**src/sv/pfq_div.sv**
```systemverilog
`default_nettype none
// restoring divider, one quotient bit per cycle, truncated toward zero
module pfq_div (
  input  wire logic               clk,
  input  wire logic               rst_n,
  input  wire logic               start,
  input  wire logic signed [63:0] num,
  input  wire logic [23:0]        den,
  output logic                    done,
  output logic signed [63:0]      quo
);
  logic [63:0] q_r;
  logic [24:0] rem_r;
  logic [23:0] d_r;
  logic        neg_r;
  logic [6:0]  cnt_r;
  logic        busy_r;
  logic        done_r;
  logic [24:0] trial;
  logic [24:0] shifted;

  always_comb begin
    shifted = {rem_r[23:0], q_r[63]};
    trial   = shifted - {1'b0, d_r};
  end

  always_ff @(posedge clk) begin
    if (!rst_n) begin
      busy_r <= 1'b0;
      done_r <= 1'b0;
      cnt_r  <= 7'd0;
    end else if (start) begin
      busy_r <= 1'b1;
      done_r <= 1'b0;
      cnt_r  <= 7'd0;
      neg_r  <= num[63];
      q_r    <= num[63] ? (64'd0 - num) : num;
      rem_r  <= 25'd0;
      d_r    <= den;
    end else if (busy_r) begin
      if (!trial[24]) begin
        rem_r <= trial;
        q_r   <= {q_r[62:0], 1'b1};
      end else begin
        rem_r <= shifted;
        q_r   <= {q_r[62:0], 1'b0};
      end
      cnt_r  <= cnt_r + 7'd1;
      done_r <= (cnt_r == 7'd63);
      if (cnt_r == 7'd63) busy_r <= 1'b0;
    end else begin
      done_r <= 1'b0;
    end
  end

  assign done = done_r;
  assign quo  = neg_r ? (64'd0 - q_r) : q_r;
endmodule
`default_nettype wire

```
**config.mk**
```make
export PLATFORM = sky130hd
export DESIGN_NAME = pfq_div
export DESIGN_NICKNAME = d
export VERILOG_FILES = /design/src/sv/pfq_div.sv
export SDC_FILE = /design/constraint.sdc
export NUM_CORES = 1
export LEC_CHECK = 0
export ABC_AREA = 0
export BUFFER_PORTS_ARGS = -buffer_cell sky130_fd_sc_hd__buf_4
export CORE_ASPECT_RATIO = 1.2
export CORE_MARGIN = 3
export CORE_UTILIZATION = 45
export DETAILED_ROUTE_END_ITERATION = 8
export PLACE_DENSITY_LB_ADDON = 0.05
export SKIP_LAST_GASP = 1
export SLEW_MARGIN = 20
export SYNTH_ARGS = -nofsm -noshare
export SYNTH_HDL_FRONTEND = slang
export SYNTH_SLANG_ARGS = --single-unit
export TNS_END_PERCENT = 30
```
**constraint.sdc**
```tcl
create_clock -name clk -period 3.9 [get_ports clk]
set_clock_uncertainty 0.05 [all_clocks]
set_input_delay 0.975 -clock clk [delete_from_list [all_inputs] [get_ports clk]]
set_output_delay 0.975 -clock clk [all_outputs]
set_load 0.03 [all_outputs]
```
==> summary.txt <==
Status
  • Run status: finished, violations left
  • Violated checks: setup timing

Die
  • Initial core utilization: 46.4%
  • Die footprint: 0.0221 mm2
  • FP Rows: 56
  • Die Height: 162 um
  • Top-Level Pins: 156
  • Core footprint: 0.0198 mm2
  • Die X: 136 um

Logic synthesis
  • Synthesized area: 0.00917 mm2
  • Sequential share of the synthesized area: 39.0%
  • Warnings, synthesis: 0
  • Post-synth EDFFs: 113
  • Most common cell in the netlist: edfxtp_1
  • Synth top area share: 37.0%
  • Post-synth top area cell: edfxtp_1
  • Top_reg_cell synth: edfxtp_1
  • Post-synthesis async set-or-reset flop share: 0%
  • Synth cell types: 70
  • Synthesized Nets: 1083
  • Synth area leaders: edfxtp_1, xnor2_1, xor2_1
  • Synth Register Bits: 122
  • Mean post-synth cell area: 9.51 um2
  • Synth Instances: 964
  • Commonest cells post-synth: edfxtp_1, nor2_1, xnor2_1

GRT
  • Total track usage: 24.3%
  • Vias in the first global route: 8077
  • Initial antenna violation count: 0
  • Largest net degree at the start of global routing: 87
  • First-pass GRT wire length: 42200 um
  • Grt ovf: 0

Route
  • Via count: 8197
  • DRT iter0 DRCs: 553
  • WL final: 26800 um
  • DRT antenna net count: 0
  • Via-to-Cell Ratio: 5.55
  • DR DRC count: 0
  • Routed WL per cell: 18.2 um
  • Length of the first detailed-routing pass in iterations: 5

Power and ir drop
  • Peak VDD IR: 0.312 mV
  • Pwr dens: 388 mW/mm2
  • Leakage power figure: 4.73 nW

Clock network
  • Hold Buf Count CTS: 0
  • CTS H-tree lvls: 4
  • Clock transition at the registers of the reported paths: 0.06 ns
  • CTS tree: yes
  • Clk root buf: clkbuf_16
  • Max clock buf depth: 2
  • Worst-Skew Late Latency: 0.42 ns
  • Cts bufs inserted: 17
  • Clock sink count: 122

Timing
  • Setup TNS: -12.01 ns
  • Worst Tran Pin Value: 0.634 ns
  • Slew Limit Fails: 0
  • Final min period: 4.42 ns
  • Worst rel slew slack: 57.4%
  • Final-report setup violation count: 44
  • RSZ-0062 raised after global routing: yes
  • Hold Vio Cnt, Final: 0
  • Worst Slack Setup Final: -0.518 ns
  • Tcrit/Tclk final: 113%
  • Fmax: 226 MHz

Critical path
  • Crit path DAT: 3.39 ns
  • CP Data Required Time: 2.87 ns
  • Worst Reg-to-Reg Cells: 13
  • Kind of critical path: reg -> out
  • Crit path max fanout: 3
  • Reg2reg start: q_r[63]
  • CP startpoint kind: register
  • R2r endpoint: rem_r[23]
  • Setup slack, reg-to-reg: 0.42 ns
  • Critical Path End Type: output pin

Placement
  • IO Port Bufs: 155
  • Placed instance area: 0.0112 mm2
  • Dpl hpwl: 20200 um
  • Gpl congestion: 0.915

Final layout
  • Final Instance Area: 0.0121 mm2
  • Share of cells above drive strength 1: 31.3%
  • Filler cells: 1769
  • Nets@finish: 1323
  • P&R area growth vs syn: 31.9%
  • # diodes: 0

Worst hold path
  • Hold crit path type: reg -> reg
  • Worst Hold Path EP: cnt_r[6]
  • Worst Hold Depth: 2
  • Min-Delay Startpoint: cnt_r[6]

Run
  • Max-cap viol count: 0
==> registers in the layout, summed over array words and instances (netlist names) <==
register  flops
busy_r        1
done          1
d_r          24
q_r          64
cnt_r         7
neg_r         1
rem_r        24
==> stage by stage <==
| step | setup slack [ns] | hold WS (ns) | total power, W | utilization, % | instances |
|---|---|---|---|---|---|
| 2_1_floorplan | -0.0255 | 0.408 | 0.00261 | - | 964 |
| 3_3_place_gp | -0.0649 | 0.424 | 0.00312 | 56.9 | 1433 |
| 3_5_place_dp | -0.130 | 0.430 | 0.00313 | 56.9 | 1433 |
| 4_1_cts | -0.559 | 0.440 | 0.00471 | 60.8 | 1476 |
| 5_1_grt | -0.625 | 0.467 | 0.00492 | 61.2 | 1478 |
| 6_report | -0.518 | 0.444 | 0.00469 | 61.2 | 1478 |
==> report_power, final <==
group / switching (W) / internal [W]
clock network: 0.000627 / 0.000943
logic: 0.000820 / 0.000651
registers: 0.0000791 / 0.00157
total: 0.00153 / 0.00317
==> worst max-delay path, cell delays in order, from the launching register on <==
cell	delay, ns
edfxtp_1	0.39
or4_4	0.57
nor4_4	0.21
buf_4	0.17
buf_4	0.11
nand2b_1	0.06
or4_1	0.59
o41ai_1	0.45
xnor2_1	0.22
buf_4	0.21
==> cells by family (layout without fill, tap and decap cells) <==
kind of cell	Yosys count	after routing	share of synthesized area, %
and+or+nand+nor	324	324	18.9
AOI/OAI and AO/OA	218	218	15.2
xor gates and xnor gates	141	141	13.5
DFF	122	122	39.0
buffers and inverters	78	331	3.32
muxes	53	53	6.24
adders and majority gates	28	28	3.90
==> how the worst max path moves through the flow <==
stage | startpoint | to | slack, ns | cells past startpoint
6_report | q_r[6] | quo[32] | -0.52 | 9
5_1_grt | q_r[6] | quo[54] | -0.63 | 9
4_1_cts | q_r[6] | quo[54] | -0.56 | 10
3_5_place_dp | q_r[6] | quo[54] | -0.13 | 10
3_3_place_gp | q_r[6] | quo[54] | -0.06 | 10
2_1_floorplan | q_r[6] | quo[62] | -0.03 | 9
==> cell usage in the layout, fill, tap and decap left out, drive strengths merged, types with 4 or more instances in the layout <==
master,count
o21a,10
nor3,21
inv,40
or2,13
clkinv,6
nand4,13
nand3b,7
and3,6
o21ai,57
nand3,16
nand2b,18
clkbuf,18
dfxtp,9
mux2,33
ha,27
xnor2,83
nand2,63
nor2b,6
xor2,58
nor4,15
nor2,96
edfxtp,113
mux2i,20
clkinvlp,4
buf,261
o31ai,25
o41ai,14
a21boi,5
or4,15
a21oi,69
or4b,4
or3,23
a21o,7
==> final cells by class <==
| class | count | area [um2] | area share, % |
|---|---|---|---|
| multi-input combinational | 764 | 5470 | 45.3 |
| sequential | 122 | 3570 | 29.6 |
| timing repair buffer | 261 | 2000 | 16.5 |
| clock buffer | 18 | 429 | 3.55 |
| tap | 261 | 327 | 2.70 |
| clock inverter | 14 | 148 | 1.22 |
| inverter | 38 | 143 | 1.18 |
==> layer usage <==
layer | track usage, % | routed length (um)
met1 | 31.7 | 11400
met2 | 40.9 | 13300
met3 | 3.92 | 1440
met4 | 8.25 | 751
met5 | 0 | 0
==> timing repair <==
action                                  CTS  global route
resized for setup                        27            16
pin swaps                                 6            10
gates cloned                              0             0
buffers inserted                         11             4
endpoints found under the setup margin   39            44
Note: power is estimated with default switching activity, not from simulation.
