$ cat src/sv/pfq_pkg.sv
`default_nettype none
package pfq_pkg;

  typedef enum logic [3:0] {
    ST_IDLE,
    ST_DIV,
    ST_POINT,
    ST_POW,
    ST_ACC,
    ST_END_LO,
    ST_END_UP,
    ST_FINAL,
    ST_OUT
  } state_t;

  localparam logic METHOD_RIEMANN = 1'b0;
  localparam logic METHOD_SIMPSON = 1'b1;

  localparam logic signed [63:0] SAT_MAX = 64'sh7FFF_FFFF_FFFF_FFFF;
  localparam logic signed [63:0] SAT_MIN = 64'sh8000_0000_0000_0000;

  // signed saturating add, flags clamp
  function automatic logic [64:0] sat_add(input logic signed [63:0] a,
                                          input logic signed [63:0] b);
    logic signed [64:0] s;
    s = {a[63], a} + {b[63], b};
    if (s[64] != s[63]) begin
      sat_add = {1'b1, (s[64] ? SAT_MIN : SAT_MAX)};
    end else begin
      sat_add = {1'b0, s[63:0]};
    end
  endfunction

endpackage
`default_nettype wire

$ cat src/sv/pfq_mul.sv
`default_nettype none
// sequential fixed-point multiply: four 32x32 partial products, one per cycle,
// done pulses once the four are summed, truncated toward zero and saturated
module pfq_mul #(
  parameter int FRAC_BITS = 16
) (
  input  wire logic               clk,
  input  wire logic               rst_n,
  input  wire logic               start,
  input  wire logic signed [63:0] a,
  input  wire logic signed [63:0] b,
  output logic                    done,
  output logic signed [63:0]      prod,
  output logic                    sat
);
  logic [63:0]  xm_r, ym_r;
  logic         neg_r;
  logic [127:0] acc_r;
  logic [2:0]   cnt_r;
  logic         busy_r;
  logic [63:0]  part_r;
  logic [1:0]   sel_r;
  logic         pend_r;
  logic         done_r;

  logic [31:0]  xa, yb;
  logic [63:0]  pp;
  logic [127:0] sh;
  logic [127:0] fin;
  logic [63:0]  mag;
  logic         big;

  // partial product selection
  always_comb begin
    xa = sel_r[0] ? xm_r[63:32] : xm_r[31:0];
    yb = sel_r[1] ? ym_r[63:32] : ym_r[31:0];
    pp = {32'd0, xa} * {32'd0, yb};
  end

  // shift of registered partial product into place
  always_comb begin
    sh = {64'd0, part_r};
    case (cnt_r)
      3'd2: sh = {32'd0, part_r, 32'd0};
      3'd3: sh = {32'd0, part_r, 32'd0};
      3'd4: sh = {part_r, 64'd0};
      default: sh = {64'd0, part_r};
    endcase
  end

  always_ff @(posedge clk) begin
    if (!rst_n) begin
      busy_r <= 1'b0;
      pend_r <= 1'b0;
      done_r <= 1'b0;
      cnt_r  <= 3'd0;
      sel_r  <= 2'd0;
    end else if (start) begin
      busy_r <= 1'b1;
      pend_r <= 1'b0;
      done_r <= 1'b0;
      cnt_r  <= 3'd0;
      sel_r  <= 2'd0;
      neg_r  <= a[63] ^ b[63];
      xm_r   <= a[63] ? (64'd0 - a) : a;
      ym_r   <= b[63] ? (64'd0 - b) : b;
      acc_r  <= 128'd0;
    end else if (busy_r) begin
      part_r <= pp;
      pend_r <= (cnt_r < 3'd4);
      if (pend_r) acc_r <= acc_r + sh;
      cnt_r  <= cnt_r + 3'd1;
      sel_r  <= sel_r + 2'd1;
      done_r <= (cnt_r == 3'd4);
      if (cnt_r == 3'd4) busy_r <= 1'b0;
    end else begin
      done_r <= 1'b0;
    end
  end

  // final truncation and saturation
  always_comb begin
    fin  = acc_r >> FRAC_BITS;
    big  = |fin[127:64];
    mag  = fin[63:0];
    sat  = 1'b0;
    if (big) begin
      sat  = 1'b1;
      prod = neg_r ? pfq_pkg::SAT_MIN : pfq_pkg::SAT_MAX;
    end else if (neg_r) begin
      if (mag > 64'h8000_0000_0000_0000) begin
        sat  = 1'b1;
        prod = pfq_pkg::SAT_MIN;
      end else begin
        prod = 64'd0 - mag;
      end
    end else if (mag[63]) begin
      sat  = 1'b1;
      prod = pfq_pkg::SAT_MAX;
    end else begin
      prod = mag;
    end
  end

  assign done = done_r;
endmodule
`default_nettype wire

$ cat config.mk
export PLATFORM = sky130hd
export DESIGN_NAME = pfq_mul
export DESIGN_NICKNAME = d
export VERILOG_FILES = /design/src/sv/pfq_pkg.sv /design/src/sv/pfq_mul.sv
export SDC_FILE = /design/constraint.sdc
export NUM_CORES = 2
export LEC_CHECK = 0
export CAP_MARGIN = 25
export CORE_MARGIN = 5
export CORE_UTILIZATION = 33
export CTS_CLUSTER_DIAMETER = 30
export DETAILED_ROUTE_END_ITERATION = 8
export DONT_BUFFER_PORTS = 1
export SLEW_MARGIN = 20
export SYNTH_ARGS = -nofsm -noshare
export SYNTH_HDL_FRONTEND = slang
export SYNTH_SLANG_ARGS = --single-unit
$ cat constraint.sdc
create_clock -name clk -period 8.67 [get_ports clk]
set_clock_uncertainty 0.05 [all_clocks]
set_input_delay 1.3005 -clock clk [delete_from_list [all_inputs] [get_ports clk]]
set_output_delay 1.3005 -clock clk [all_outputs]
set_load 0.005 [all_outputs]
==> impl_metrics.yaml <==
setup_path:
  rr_startpoint: "sel_r[1]"
  reg2reg_depth: 25
  path_max_fanout: 15
  r2r_setup_slack_ns: 0.25
  critPathLaunchType: "register"
  cp_data_arrival_time_ns: 8.82
  required_ns: 9.07
  end_kind: "register"
  regToRegEndpoint: "part_r[58]"
  path_class: "register to register"
layout:
  seq_area_mm2: 0.00981
  nFillCells: 17900
  final_util: 0.370
  layout-drive-gt1-share: 0.0770
  synthToLayoutAreaGrowth_pct: 11.8
  multiInputGateArea_mm2: 0.0438
  nNetsFinal: 7981
min_path:
  hold_end: "pend_r"
  hold_depth: 2
  hp-start: "pend_r"
  hp-class: "register to register"
flow_run:
  max_cap_viol_count: 0
logic_synthesis:
  ys_types: 84
  syn-num-nets: 8040
  syn_area_mm2: 0.0582
  synth_cells: 6617
  ys_async_sr_fraction: 0
  synth_edf_count: 321
  avgSynthCellArea_um2: 8.79
  ys_seq_area_frac: 0.168
  ys_ff_latch: 329
  synthFlopType: "edfxtp_1"
  ys.warnings.count: 0
floorplan:
  die_x_um: 430
  start_util: 0.331
  ios: 197
  row_count: 154
  core-area_mm2: 0.176
  chipHeight_um: 430
  dieArea_mm2: 0.185
timing:
  tightest_slew_ns: 1.02
  finalCritPeriodShare: 0.972
  slew_viol_final: 0
  fin_crit_ns: 8.42
  slew_headroom: 0.320
  fin_hold_ws_ns: 0.452
  finalHoldViolCount: 0
  fin_ws_ns: 0.246
  max_freq_mhz: 119
  setup-tns-final_ns: 0
  setup_viol_count_final: 0
detailed_routing:
  viasPerCell: 5.47
  drc_errors: 0
  drt-wirelength-per-cell_um: 24.6
  ant_nets: 0
  vias: 49100
  drt_wl_total_mm: 220
  drt_first_pass_iters: 6
  drt_iter0_drc: 4938
global_route:
  gr-total-overflow: 0
  grt_pass1_wl_mm: 327
  grt_max_degree: 145
  grt_pass1_vias: 50400
  grtUsageTotal: 0.234
  antenna_found_initial: 1
run_status:
  status: "finished, final reports clean"
clock_tree:
  htreeDepth: 3
  clock_latency_ns: 0.71
  clk_pin_slew_ns: 0.05
  numCtsBuffers: 76
  cts-root-buf: "clkbuf_16"
  clkSinkCount: 329
  hold_buffers: 0
  cts_tree: "done"
  clockBufferDepth: 3
place:
  dp_hpwl_mm: 177
  preCtsSetupSlack_ns: 0.202
  numPortBuffers: 0
  gp_congestion: 1.00
==> layer usage <==
layer,part of all wire,track usage,wire length (um),vias up
met3,0.11,0.0765,24200,488
met5,0,0,0,-
li1,-,-,-,21600
met1,0.40,0.301,88700,24500
met2,0.44,0.364,96800,2498
met4,0.048,0.0951,10700,0
==> cell usage in the layout (no fill, tap or decap), types with 13 or more instances in the layout <==
master / instances
a21boi_0: 25
a21o_1: 109
a21oi_1: 299
a22o_1: 65
a31oi_1: 38
and2_1: 38
and3_1: 39
buf_12: 44
buf_4: 162
clkbuf_16: 79
edfxtp_1: 321
fa_1: 897
ha_1: 394
inv_1: 942
inv_6: 16
mux2_2: 60
mux2i_1: 22
mux2i_2: 41
nand2_1: 731
nand2b_1: 46
nand3_1: 46
nand4_1: 88
nor2_1: 913
nor2b_1: 29
nor3_1: 87
nor4_1: 49
o21a_1: 27
o21ai_0: 226
o21bai_1: 49
o22ai_1: 18
o311ai_0: 32
o31ai_1: 48
o41ai_1: 17
or2_2: 13
or3_1: 54
or4_1: 27
xnor2_1: 229
xor2_1: 74
==> final cells by class <==
type                            instances  share of cell area
Antenna cell                            3            0.000115
Clock buffer                           83              0.0296
Clock inverter                         59              0.0118
Inverter                              943              0.0544
Multi-Input combinational cell       4996               0.674
Sequential cell                       329               0.151
Tap cell                             2340              0.0450
Timing Repair Buffer                  212              0.0344
==> kinds of logic (layout without fill, tap and decap cells) <==
logic type,after synthesis,count (layout),synth area share
AO/OA/AOI/OAI,1054,1054,0.117
buffers and inverters,1292,1297,0.0835
AND/OR/NAND/NOR,2211,2211,0.167
adder cells (fa/ha/maj),1292,1292,0.394
other,0,3,0
XOR/XNOR,303,303,0.0456
flip-flops,329,329,0.168
multiplexers,136,136,0.0248
==> worst max-delay path, cell delays in order, from the launching register on <==
cell and delay [ns]:
dfxtp_4 0.41, buf_4 0.16, clkbuf_16 0.20, buf_4 0.21
mux2_1 0.51, nand2_1 0.17, fa_1 0.61, fa_1 0.46
fa_1 0.50, fa_1 0.62, fa_1 0.45, fa_1 0.52
fa_1 0.45, fa_1 0.50, inv_1 0.04, ha_1 0.35
a21oi_1 0.20, nor2b_1 0.07, o21ai_0 0.15, nand2b_1 0.10
a221oi_1 0.31, o21ai_0 0.24, a21oi_1 0.31, nor4_2 0.11
a211o_1 0.31, xor2_1 0.14
==> synth_stat cells (6+ instances only) <==
cell      instances  share of area
nand3_1          46         0.0040
nor2b_1          30         0.0032
o221ai_1          6        0.00090
a211o_1           9         0.0014
a21oi_1         300          0.026
dfxtp_1           8         0.0028
xor2_1           74          0.011
o211ai_1          8         0.0010
o21bai_1         49         0.0063
a41oi_1           6        0.00090
and2_1           39         0.0042
edfxtp_1        321           0.17
a211oi_1         10         0.0013
o21a_1           27         0.0035
o21ai_0         227          0.020
o311ai_0         32         0.0048
mux2i_1          70          0.012
inv_1           942          0.061
nand4_1          88         0.0095
o31ai_1          48         0.0062
and3_1           39         0.0042
buf_1            21         0.0014
nand2_1         731          0.047
xnor2_1         229          0.034
nor4_1           51         0.0055
a31oi_1          38         0.0041
nor3_1           88         0.0076
clkbuf_1        324          0.021
o41ai_1          17         0.0026
o22ai_1          18         0.0019
nor2_1          916          0.059
fa_1            897           0.31
a21boi_0         25         0.0032
and4_1            6        0.00090
or4_1            27         0.0035
nand2b_1         46         0.0049
or2_2            13         0.0014
a22o_1           65         0.0098
a21o_1          109          0.014
mux2_2           61          0.012
or3_1            54         0.0058
a221oi_1          9         0.0014
ha_1            395          0.085
o22a_1           10         0.0015
==> state kept, by name (all words and copies together), names as in the netlist <==
| name | count |
|---|---|
| sel_r | 2 |
| done | 1 |
| acc_r | 128 |
| part_r | 64 |
| xm_r | 64 |
| busy_r | 1 |
| ym_r | 64 |
| neg_r | 1 |
| pend_r | 1 |
| cnt_r | 3 |
==> through the flow <==
step / cells / instance area, um2
2_1_floorplan: 6617 / 58200
3_3_place_gp: 8808 / 62100
3_5_place_dp: 8808 / 62100
4_1_cts: 8950 / 64800
5_1_grt: 8962 / 65000
6_report: 8965 / 65000
==> how the worst max path moves through the flow <==
stage	startpoint	end	slack, ns	depth (start not counted)
after floorplan	sel_r[0]	part_r[60]	0.05	29
after global placement	sel_r[1]	part_r[60]	0.29	26
after detailed placement	sel_r[1]	part_r[60]	0.20	26
after CTS	sel_r[0]	part_r[60]	0.21	26
after global routing	sel_r[0]	part_r[61]	-0.001	29
final	sel_r[1]	part_r[58]	0.25	25
==> what timing repair did <==
item / CTS / global route
gates resized for setup: 0 / 10
setup endpoints to repair: 0 / 10
setup buffers: 0 / 8
Power is not shown: default switching activity piles up to over one toggle a cycle in this logic, so the estimate is an artifact.
